### config.mk
export PLATFORM = sky130hd
export DESIGN_NAME = overflow_timer_registers
export DESIGN_NICKNAME = d
export VERILOG_FILES = /design/src/hw/rtl/otr_pkg.sv /design/src/hw/rtl/otr_in_reg.sv /design/src/hw/rtl/otr_core.sv /design/src/hw/rtl/overflow_timer_registers.sv
export SDC_FILE = /design/constraint.sdc
export NUM_CORES = 1
export LEC_CHECK = 0
export ABC_CLOCK_PERIOD_IN_PS = 4300
export BUFFER_PORTS_ARGS = -buffer_cell sky130_fd_sc_hd__buf_2
export CAP_MARGIN = 20
export CORE_MARGIN = 5
export CORE_UTILIZATION = 55
export CTS_CLUSTER_DIAMETER = 50
export DETAILED_ROUTE_END_ITERATION = 10
export GPL_ROUTABILITY_DRIVEN = 0
export PLACE_DENSITY = 0.76
export SYNTH_ARGS = -nofsm -noshare
export SYNTH_HDL_FRONTEND = slang
export SYNTH_SLANG_ARGS = --single-unit
### constraint.sdc
create_clock -name clock -period 4.3 [get_ports clock]
set_clock_uncertainty 0.05 [all_clocks]
set_input_delay 0.43 -clock clock [delete_from_list [all_inputs] [get_ports clock]]
set_output_delay 0.43 -clock clock [all_outputs]
set_load 0.005 [all_outputs]
### src/hw/rtl/otr_pkg.sv
// Shared definitions for the overflow timer register block.
// Holds transaction codes, register selectors and the request item type.
// Depends on nothing; every other file of the block uses it.
package otr_pkg;

   // Width of the bus data path and default counter width.
   localparam int unsigned DATA_WIDTH          = 32;
   localparam int unsigned COUNT_WIDTH_DEFAULT = 32;

   // Transaction kinds.
   localparam logic [1:0] KIND_READ  = 2'd0;
   localparam logic [1:0] KIND_WRITE = 2'd1;
   localparam logic [1:0] KIND_TICK  = 2'd2;

   // Register selectors.
   localparam logic [2:0] SEL_CONTROL    = 3'd0;
   localparam logic [2:0] SEL_COUNTER    = 3'd1;
   localparam logic [2:0] SEL_LOAD       = 3'd2;
   localparam logic [2:0] SEL_IRQ_ENABLE = 3'd3;
   localparam logic [2:0] SEL_IRQ_STATUS = 3'd4;

   // Bit positions in the control register.
   localparam int unsigned CTRL_START_BIT  = 0;
   localparam int unsigned CTRL_RELOAD_BIT = 1;

   // One request transaction as captured by the input register.
   typedef struct packed {
      logic [1:0]            kind;
      logic [2:0]            reg_select;
      logic [DATA_WIDTH-1:0] write_data;
   } item_type;

endpackage

### src/hw/rtl/otr_in_reg.sv
// Input register of the overflow timer: captures one request transaction.
// Holds it until the core takes it. Depends on otr_pkg.
module otr_in_reg (
   input  logic                            clock,
   input  logic                            reset,
   input  logic                            req_valid,
   output logic                            req_stall,
   input  logic [1:0]                      req_kind,
   input  logic [2:0]                      req_reg_select,
   input  logic [otr_pkg::DATA_WIDTH-1:0]  req_write_data,
   input  logic                            advance,
   output logic                            item_valid,
   output otr_pkg::item_type               item
);
   import otr_pkg::*;

   logic     valid_ff;
   logic     valid_in;
   item_type item_ff;
   item_type item_in;
   logic     load;

   // The slot is free when empty or when its transaction moves on this cycle.
   assign req_stall = valid_ff && !advance;
   assign load      = req_valid && !req_stall;

   // Next value of the slot.
   always_comb begin
      valid_in = load || (valid_ff && !advance);
      item_in  = item_ff;
      if (load) begin
         item_in.kind       = req_kind;
         item_in.reg_select = req_reg_select;
         item_in.write_data = req_write_data;
      end
   end

   // Valid flag is control state and is reset.
   always_ff @(posedge clock) begin
      if (reset) begin
         valid_ff <= 1'b0;
      end else begin
         valid_ff <= valid_in;
      end
   end

   // Payload needs no reset.
   always_ff @(posedge clock) begin
      item_ff <= item_in;
   end

   assign item_valid = valid_ff;
   assign item       = item_ff;

endmodule

### src/hw/rtl/otr_core.sv
// Timer state registers, register access decode and the result register.
// Executes one transaction per cycle while the result register is not stalled. Depends on otr_pkg.
module otr_core #(
   parameter int unsigned COUNT_WIDTH = otr_pkg::COUNT_WIDTH_DEFAULT
) (
   input  logic                            clock,
   input  logic                            reset,
   input  logic                            item_valid,
   input  otr_pkg::item_type               item,
   output logic                            advance,
   output logic                            rsp_valid,
   input  logic                            rsp_stall,
   output logic [otr_pkg::DATA_WIDTH-1:0]  rsp_read_data,
   output logic                            rsp_irq_line
);
   import otr_pkg::*;

   localparam logic [COUNT_WIDTH-1:0] CountMax = '1;
   localparam logic [COUNT_WIDTH-1:0] CountOne = {{(COUNT_WIDTH-1){1'b0}}, 1'b1};

   // Timer state.
   logic                   start_ff,  start_in;
   logic                   reload_ff, reload_in;
   logic [COUNT_WIDTH-1:0] count_ff,  count_in;
   logic [COUNT_WIDTH-1:0] load_ff,   load_in;
   logic                   irq_en_ff, irq_en_in;
   logic                   flag_ff,   flag_in;

   // Result register.
   logic                   rsp_valid_ff, rsp_valid_in;
   logic [DATA_WIDTH-1:0]  read_data_ff, read_data_in;
   logic                   irq_line_ff,  irq_line_in;

   logic [COUNT_WIDTH-1:0] wdata_count;
   logic [DATA_WIDTH-1:0]  count_word;
   logic [DATA_WIDTH-1:0]  load_word;
   logic [DATA_WIDTH-1:0]  read_value;

   // Fit bus data to the counter width and counter values to the bus width.
   generate
      if (COUNT_WIDTH > DATA_WIDTH) begin : g_wide
         assign wdata_count = {{(COUNT_WIDTH-DATA_WIDTH){1'b0}}, item.write_data};
         assign count_word  = count_ff[DATA_WIDTH-1:0];
         assign load_word   = load_ff[DATA_WIDTH-1:0];
      end else if (COUNT_WIDTH == DATA_WIDTH) begin : g_equal
         assign wdata_count = item.write_data;
         assign count_word  = count_ff;
         assign load_word   = load_ff;
      end else begin : g_narrow
         assign wdata_count = item.write_data[COUNT_WIDTH-1:0];
         assign count_word  = {{(DATA_WIDTH-COUNT_WIDTH){1'b0}}, count_ff};
         assign load_word   = {{(DATA_WIDTH-COUNT_WIDTH){1'b0}}, load_ff};
      end
   endgenerate

   // A transaction executes when the result register can take its result.
   assign advance = item_valid && (!rsp_valid_ff || !rsp_stall);

   // Register read, register write and tick handling.
   always_comb begin
      start_in   = start_ff;
      reload_in  = reload_ff;
      count_in   = count_ff;
      load_in    = load_ff;
      irq_en_in  = irq_en_ff;
      flag_in    = flag_ff;
      read_value = '0;
      if (advance) begin
         case (item.kind)
            KIND_READ: begin
               case (item.reg_select)
                  SEL_CONTROL: begin
                     read_value[CTRL_START_BIT]  = start_ff;
                     read_value[CTRL_RELOAD_BIT] = reload_ff;
                  end
                  SEL_COUNTER:    read_value    = count_word;
                  SEL_LOAD:       read_value    = load_word;
                  SEL_IRQ_ENABLE: read_value[0] = irq_en_ff;
                  SEL_IRQ_STATUS: read_value[0] = flag_ff;
                  default:        read_value    = '0;
               endcase
            end
            KIND_WRITE: begin
               case (item.reg_select)
                  SEL_CONTROL: begin
                     start_in  = item.write_data[CTRL_START_BIT];
                     reload_in = item.write_data[CTRL_RELOAD_BIT];
                  end
                  SEL_COUNTER:    count_in  = wdata_count;
                  SEL_LOAD:       load_in   = wdata_count;
                  SEL_IRQ_ENABLE: irq_en_in = item.write_data[0];
                  SEL_IRQ_STATUS: begin
                     // Write one to clear; a zero leaves the flag alone.
                     if (item.write_data[0]) begin
                        flag_in = 1'b0;
                     end
                  end
                  default: ;
               endcase
            end
            KIND_TICK: begin
               if (start_ff) begin
                  if (count_ff == CountMax) begin
                     flag_in = 1'b1;
                     if (reload_ff) begin
                        count_in = load_ff;
                     end else begin
                        // One-shot mode stops the timer at wrap.
                        count_in = '0;
                        start_in = 1'b0;
                     end
                  end else begin
                     count_in = count_ff + CountOne;
                  end
               end
            end
            default: ;
         endcase
      end
   end

   // Result register next values.
   always_comb begin
      rsp_valid_in = advance || (rsp_valid_ff && rsp_stall);
      read_data_in = advance ? read_value : read_data_ff;
      irq_line_in  = advance ? (flag_in && irq_en_in) : irq_line_ff;
   end

   // State and result valid are reset.
   always_ff @(posedge clock) begin
      if (reset) begin
         start_ff     <= 1'b0;
         reload_ff    <= 1'b0;
         count_ff     <= '0;
         load_ff      <= '0;
         irq_en_ff    <= 1'b0;
         flag_ff      <= 1'b0;
         rsp_valid_ff <= 1'b0;
      end else begin
         start_ff     <= start_in;
         reload_ff    <= reload_in;
         count_ff     <= count_in;
         load_ff      <= load_in;
         irq_en_ff    <= irq_en_in;
         flag_ff      <= flag_in;
         rsp_valid_ff <= rsp_valid_in;
      end
   end

   // Result payload needs no reset.
   always_ff @(posedge clock) begin
      read_data_ff <= read_data_in;
      irq_line_ff  <= irq_line_in;
   end

   assign rsp_valid     = rsp_valid_ff;
   assign rsp_read_data = read_data_ff;
   assign rsp_irq_line  = irq_line_ff;

endmodule

### src/hw/rtl/overflow_timer_registers.sv
// Top level of the overflow timer: input register followed by the timer core.
// Depends on otr_pkg, otr_in_reg and otr_core.
//
//   Channel | Direction | Handshake           | Payload
//   req     | in        | req_valid/req_stall | req_kind, req_reg_select, req_write_data
//   rsp     | out       | rsp_valid/rsp_stall | rsp_read_data, rsp_irq_line
//
// One transaction is accepted every cycle while the result is not stalled; the sustained rate is one per cycle.
// After acceptance a transaction is held in the input register,
// then the state update and read decode load the result register.
// Reset is synchronous and clears the timer state and both valid flags.
// A stalled result holds; the input register still fills, then req_stall rises.
module overflow_timer_registers #(
   parameter int unsigned COUNT_WIDTH = otr_pkg::COUNT_WIDTH_DEFAULT
) (
   input  logic                            clock,
   input  logic                            reset,
   input  logic                            req_valid,
   output logic                            req_stall,
   input  logic [1:0]                      req_kind,
   input  logic [2:0]                      req_reg_select,
   input  logic [otr_pkg::DATA_WIDTH-1:0]  req_write_data,
   output logic                            rsp_valid,
   input  logic                            rsp_stall,
   output logic [otr_pkg::DATA_WIDTH-1:0]  rsp_read_data,
   output logic                            rsp_irq_line
);
   import otr_pkg::*;

   logic     item_valid;
   item_type item;
   logic     advance;

   // Request capture.
   otr_in_reg u_in_reg (
      .clock          (clock),
      .reset          (reset),
      .req_valid      (req_valid),
      .req_stall      (req_stall),
      .req_kind       (req_kind),
      .req_reg_select (req_reg_select),
      .req_write_data (req_write_data),
      .advance        (advance),
      .item_valid     (item_valid),
      .item           (item)
   );

   // Timer state and result register.
   otr_core #(
      .COUNT_WIDTH (COUNT_WIDTH)
   ) u_core (
      .clock         (clock),
      .reset         (reset),
      .item_valid    (item_valid),
      .item          (item),
      .advance       (advance),
      .rsp_valid     (rsp_valid),
      .rsp_stall     (rsp_stall),
      .rsp_read_data (rsp_read_data),
      .rsp_irq_line  (rsp_irq_line)
   );

endmodule

After elaboration in Yosys (flattened, before gate mapping)
Index checks and enable logic that the tools add are counted.
{"block": "word_totals", "in_bits": 41, "register_bits": 140}
{"block": "classes", "n_reduce_logical": 19, "mux": 22, "add_sub_neg": 1, "n_eq_ne": 10}
{"op": "two-way mux 32 bit", "count": 4}
{"op": "one-hot mux 32 bit (2 select lines)", "count": 1}
{"op": "one-hot mux 30 bit (2 select lines)", "count": 1}
{"op": "adder 32 x 1 -> 32 bit (second input constant)", "count": 1}
{"op": "equality test 32 bit (second input constant)", "count": 1}
{"op": "two-way mux 1 bit", "count": 12}
{"op": "AND reduction 3 bit", "count": 3}
{"op": "equality test 3 x 2 -> 1 bit (second input constant)", "count": 2}
{"op": "logical AND 1 bit", "count": 5}
{"op": "one-hot mux 1 bit (5 select lines)", "count": 1}
{"op": "logical NOT 1 bit", "count": 4}
{"op": "!= test 2 bit (second input constant)", "count": 2}
{"op": "one-hot mux 1 bit (2 select lines)", "count": 2}
{"op": "AND reduction 4 bit", "count": 1}
{"op": "equality test 3 x 1 -> 1 bit (second input constant)", "count": 1}
{"op": "equality test 3 bit (second input constant)", "count": 1}
{"op": "logical NOT 3 bit", "count": 1}
{"op": "logical OR 1 bit", "count": 3}
{"op": "one-hot mux 1 bit (3 select lines)", "count": 1}
{"op": "equality test 2 x 1 -> 1 bit (second input constant)", "count": 1}
{"op": "equality test 2 bit (second input constant)", "count": 1}
{"op": "logical NOT 2 bit", "count": 1}
{"op": "!= test 2 x 1 -> 1 bit (second input constant)", "count": 1}
{"op": "nonzero test 2 bit", "count": 1}

Depth between registers and ports, before layout
{"block": "depth", "ltp_word": 8, "mapped_depth": 9, "depth_no_buf": 8}

Cells and area by module
Synthesis repeated with hierarchy kept, for this count alone.
{"block": "hier_totals", "cells_unflattened": 687, "area_unflattened_um2": 6820.3}
{"module": "otr_core", "cells_each": 646, "instances": 1, "area_each_um2": 5659.2}
{"module": "otr_in_reg", "cells_each": 41, "instances": 1, "area_each_um2": 1161.1}

Worst setup path before layout
No wires, ideal clock.
{"block": "synth_timing", "path_type": "flip-flop to flip-flop", "startpoint": "register u_in_reg.valid_ff, in the netlist u_in_reg.item_valid", "endpoint": "register u_core.count_ff[20]", "stages_incl_launch_ff": 8, "path_slack_ns": 0.631, "synth_period_minus_slack_ns": 3.669, "arrival_ns": 3.561, "setup_ns": 0.057, "cell_sequence": "dfxtp_1 a21boi_1 o2111ai_1 clkbuf_1 nor2_1 o21ai_0 a21oi_1 a21o_1"}
{"block": "synth_via", "elab_chain_len": 2}
{"item": "from (decl)", "line": "otr_in_reg.sv:17", "rtl": "logic valid_ff;"}
{"item": "from (signal assigned)", "line": "otr_in_reg.sv:43", "rtl": "valid_ff <= valid_in;"}
{"item": "logical AND 1 bit", "line": "otr_core.sv:57", "rtl": "assign advance = item_valid && (!rsp_valid_ff || !rsp_stall);"}
{"item": "net advance", "line": "overflow_timer_registers.sv:32", "rtl": "logic advance;"}
{"item": "AND reduction 4 bit (no line)"}
{"item": "to (signal assigned)", "line": "otr_core.sv:142", "rtl": "count_ff <= count_in;"}
{"item": "to (decl)", "line": "otr_core.sv:24", "rtl": "logic [COUNT_WIDTH-1:0] count_ff, count_in;"}
The timed path passes the listed nets, and every way through them passes these cells.
A chain may end at the register's enable or synchronous reset.

Final worst setup path
{"block": "layout_timing", "startpoint": "register u_in_reg.item_ff (netlist bit u_in_reg.item[32])", "endpoint": "register u_core.count_ff[12]"}
{"block": "layout_via", "elab_chain_len": 3}
{"item": "from (decl)", "line": "otr_in_reg.sv:19", "rtl": "item_type item_ff;"}
{"item": "from (signal assigned)", "line": "otr_in_reg.sv:49", "rtl": "item_ff <= item_in;"}
{"item": "equality test 3 x 1 -> 1 bit", "line": "otr_core.sv:84", "rtl": "case (item.reg_select)"}
{"item": "!= test 2 bit (no line)"}
{"item": "AND reduction 4 bit (no line)"}
Every way passes these cells.

==> results.py <==
metrics = {
    "worst_setup_path": {
        "critical_path.endpoint_type": "register",
        "crit_family": "compound AO/OA/AOI/OAI gates",
        "worst_case_register_to_register_setup_slack_ps": 1170,
        "critical_path.n_buffers_inverters": 2,
        "critical_path.reg2reg.endpoint": "u_core.count_ff[12]",
        "critical_path_class": "reg2reg",
        "critical_path.max_fanout": 33,
        "critPathLaunchType": "register",
        "timing.critical_path.cells": "nor3b_2, buf_4, o2111ai_2, buf_4, nor2_1, o21ai_0, o21ai_0",
        "largest_incremental_delay_on_the_critical_path_ps": 510,
        "reg2reg_from": "u_in_reg.item[32]",
        "crit_required_ps": 4590,
        "reg2regPathDepth": 7,
        "critical-path-slowest-cell": "sky130_fd_sc_hd__edfxtp_1",
        "critical_path_arrival_ps": 3420,
    },
    "finish": {
        "number_of_non_filler_instances_in_the_completed_layout": 872,
        "finish.instance_area_um2": 7590,
        "diodes": 0,
        "post_route_cells_drive_above_1_share_pct": 18.7,
        "postLayoutCoreUtil_pct": 65.9,
        "num-nets-final": 761,
        "fillers": 910,
        "area.growth.synth_to_final_pct": 16.1,
    },
    "yosys": {
        "synth-edff-count": 70,
        "synthFlopType": "sky130_fd_sc_hd__edfxtp_1",
        "ys_ff_latch": 140,
        "post_syn_instances": 657,
        "yosys-top-cells-area": "sky130_fd_sc_hd__edfxtp_1 (32%), sky130_fd_sc_hd__dfxtp_1 (21%), sky130_fd_sc_hd__nand2_1 (5.6%)",
        "postSynthAreaPerCell_um2": 9.95,
        "synthesis.yosys.warnings": 0,
        "netlist-cell-type-count": 66,
        "synthArstFlopShare_pct": 0,
        "post_synthesis_cell_type_with_the_largest_combined_area": "sky130_fd_sc_hd__edfxtp_1",
        "syn-num-nets": 702,
        "netlist.area_leader.share_pct": 32.2,
        "synth_area_um2": 6540,
        "synth_seq_area_share_pct": 53.6,
    },
    "global_routing": {
        "first_global_vias": 5495,
        "grt_overflow": 0,
        "global_route.usage.total_pct": 23.7,
        "number_of_antenna_violations_at_the_first_check_in_global_routing": 0,
        "grt_pass1_wl_um": 27100,
        "grt_start_max_net_pins": 46,
    },
    "timing": {
        "setup_repair_after_global_routing_missed_its_margin": "no",
        "drv_slew": 0,
        "maxSlewHeadroom_pct": 23.8,
        "worstMarginPinSlew_ps": 1130,
        "fin_setup_tns_ps": 0,
        "finalHoldViolations": 0,
        "final_period_minus_worst_setup_slack_ps": 3130,
        "setup_viol_count_final": 0,
        "fmax_mhz": 319,
        "period_share_pct": 72.9,
    },
    "clock_network": {
        "cts.root.buffer_cell": "sky130_fd_sc_hd__clkbuf_16",
        "hold_buffer_count_at_cts": 0,
        "clock_latency_ps": 420,
        "ctsLongestPathBuffers": 2,
        "cts.reportedPaths.clkPinSlew_ps": 60,
        "cts_tree": "done",
        "cts-htree-levels": 4,
        "tritoncts.num_buffers": 17,
        "clkSinkCount": 140,
        "cts_resized": 0,
        "postCtsSetupRepairBufs": 0,
    },
    "placed_design": {
        "placed_cells": 838,
        "dp_hpwl_um": 10400,
        "buffer_ports.inserted": 75,
        "post_dp_cell_area_um2": 6960,
    },
    "power": {
        "vdd.ir_drop.worst_mv": 0.329,
        "finalPower_mw": 3.11,
        "power-per-cell-area_nw_per_um2": 410,
        "cellLeakagePower_nw": 2.57,
    },
    "detailed_routing": {
        "post-route-drc-count": 0,
        "detail_route.first_pass.iterations": 5,
        "detailedRoute.firstIterationViolations": 521,
        "drt-total-wl_um": 16600,
        "vias": 5459,
        "via_per_inst": 6.26,
        "post_drt_wl_per_cell_um": 19.0,
        "antenna_left": 0,
    },
    "min_path": {
        "hold_class": "in2reg",
        "holdPathStages": 1,
        "worst_hold_path.endpoint": "u_in_reg.item[24]",
        "hp-start": "req_write_data[24]",
    },
    "status": {
        "outcome": "completed",
    },
    "floorplan": {
        "num_rows": 39,
        "start_util_pct": 56.7,
        "core_um2": 11500,
        "dieArea_um2": 14200,
        "chipHeight_um": 119,
        "io_pins": 76,
        "die_width_um": 119,
    },
    "job": {
        "drv_cap": 0,
    },
}
[worst reg2reg max path, stage by stage (launching register included)]
cell	delay [ps]
sky130_fd_sc_hd__edfxtp_1	510
sky130_fd_sc_hd__nor3b_2	220
sky130_fd_sc_hd__buf_4	400
sky130_fd_sc_hd__o2111ai_2	520
sky130_fd_sc_hd__buf_4	420
sky130_fd_sc_hd__nor2_1	470
sky130_fd_sc_hd__o21ai_0	250
sky130_fd_sc_hd__o21ai_0	220
[layout by cell type, fill, tap and decap left out, types with 27 or more instances in the layout]
cell and n:
sky130_fd_sc_hd__a21oi_1 56, sky130_fd_sc_hd__a22oi_1 33, sky130_fd_sc_hd__buf_2 75, sky130_fd_sc_hd__dfxtp_1 70
sky130_fd_sc_hd__edfxtp_1 70, sky130_fd_sc_hd__nand2_1 97, sky130_fd_sc_hd__nand3_1 27, sky130_fd_sc_hd__nor2_1 29
sky130_fd_sc_hd__nor2b_1 32, sky130_fd_sc_hd__o21ai_0 34
[sequential cells by signal, summed over array words and instances, names as in the netlist]
register,flops
u_core.rsp_irq_line,1
u_core.rsp_read_data,32
u_core.count_ff,32
u_core.start_ff,1
u_in_reg.item_valid,1
u_core.flag_ff,1
u_core.reload_ff,1
u_in_reg.item,37
u_core.rsp_valid,1
u_core.irq_en_ff,1
u_core.load_ff,32
[through the flow]
| step | worst slack, ps | hold WS (ps) |
|---|---|---|
| after CTS | 1270 | 109 |
| after floorplan | 631 | 392 |
| after detailed placement | 1290 | 416 |
| final | 1170 | 130 |
| after global routing | 938 | 109 |
| after global placement | 1370 | 408 |
[cell families (layout without fill, tap and decap cells)]
logic type      count (synthesis)  in the layout  synth area share, %
fa+ha+maj                       4              4                0.766
xor+xnor                       22             22                 2.95
buf+inv                        55            127                 4.08
mux                             3              3                0.479
compound gates                174            174                 17.0
flops                         140            140                 53.6
simple gates                  259            259                 21.2
[report_power, final]
group | switching, mW | internal [mW]
Combinational | 0.104 | 0.0674
Clock | 0.543 | 0.897
Sequential | 0.0447 | 1.45
[layout make-up]
cell class,instances,area (µm²),area share [%]
Sequential cell,140,3500,46.2
Multi-Input combinational cell,462,2800,36.9
Timing Repair Buffer,87,493,6.50
Clock buffer,17,425,5.61
Tap cell,143,179,2.36
Clock inverter,15,155,2.05
Inverter,8,30.0,0.396
[routing by layer]
layer	share of wire, %	global-route usage (%)	routed length, µm
met5	0	0	0
met4	1.9	10.1	318
met3	7.2	5.97	1200
met2	49	38.9	8100
met1	42	30.0	6940
[cell usage after synthesis, types with 2 or more instances]
cell type and instances:
sky130_fd_sc_hd__nor4_2 2, sky130_fd_sc_hd__nor3b_1 3, sky130_fd_sc_hd__o32ai_1 2, sky130_fd_sc_hd__nor2_1 29, sky130_fd_sc_hd__buf_2 5, sky130_fd_sc_hd__clkbuf_1 33, sky130_fd_sc_hd__a211oi_1 17, sky130_fd_sc_hd__nand3_1 27
sky130_fd_sc_hd__a22oi_1 33, sky130_fd_sc_hd__inv_1 8, sky130_fd_sc_hd__edfxtp_1 70, sky130_fd_sc_hd__buf_6 3, sky130_fd_sc_hd__a311oi_1 5, sky130_fd_sc_hd__nor4_4 2, sky130_fd_sc_hd__nand2_1 97, sky130_fd_sc_hd__and3_2 2
sky130_fd_sc_hd__dfxtp_1 70, sky130_fd_sc_hd__nand4_1 9, sky130_fd_sc_hd__xor2_1 9, sky130_fd_sc_hd__nor3_1 6, sky130_fd_sc_hd__nor4_1 7, sky130_fd_sc_hd__a41oi_1 2, sky130_fd_sc_hd__or3_1 12, sky130_fd_sc_hd__a31oi_1 8
sky130_fd_sc_hd__xnor2_1 13, sky130_fd_sc_hd__a21oi_1 56, sky130_fd_sc_hd__a221oi_1 2, sky130_fd_sc_hd__o21ai_0 34, sky130_fd_sc_hd__ha_1 4, sky130_fd_sc_hd__nor4b_1 2, sky130_fd_sc_hd__o221ai_1 2, sky130_fd_sc_hd__nor2b_1 33
sky130_fd_sc_hd__and4_1 2, sky130_fd_sc_hd__and2_1 2, sky130_fd_sc_hd__and3_1 13, sky130_fd_sc_hd__o2111ai_1 2, sky130_fd_sc_hd__mux2i_1 2
[worst max path at each step]
| stage | startpoint | endpoint | slack, ps | depth (start not counted) |
|---|---|---|---|---|
| global placement | u_in_reg.item[32] | u_core.count_ff[20] | 1370 | 8 |
| CTS | u_in_reg.item[34] | u_core.count_ff[12] | 1270 | 7 |
| detailed placement | u_in_reg.item[34] | u_core.count_ff[12] | 1290 | 7 |
| floorplan | rsp_stall | u_core.count_ff[20] | 630 | 7 |
| finish | u_in_reg.item[32] | u_core.count_ff[12] | 1170 | 7 |
| global route | u_in_reg.item[34] | u_core.count_ff[12] | 940 | 7 |
(Power assumes the default switching activity.)
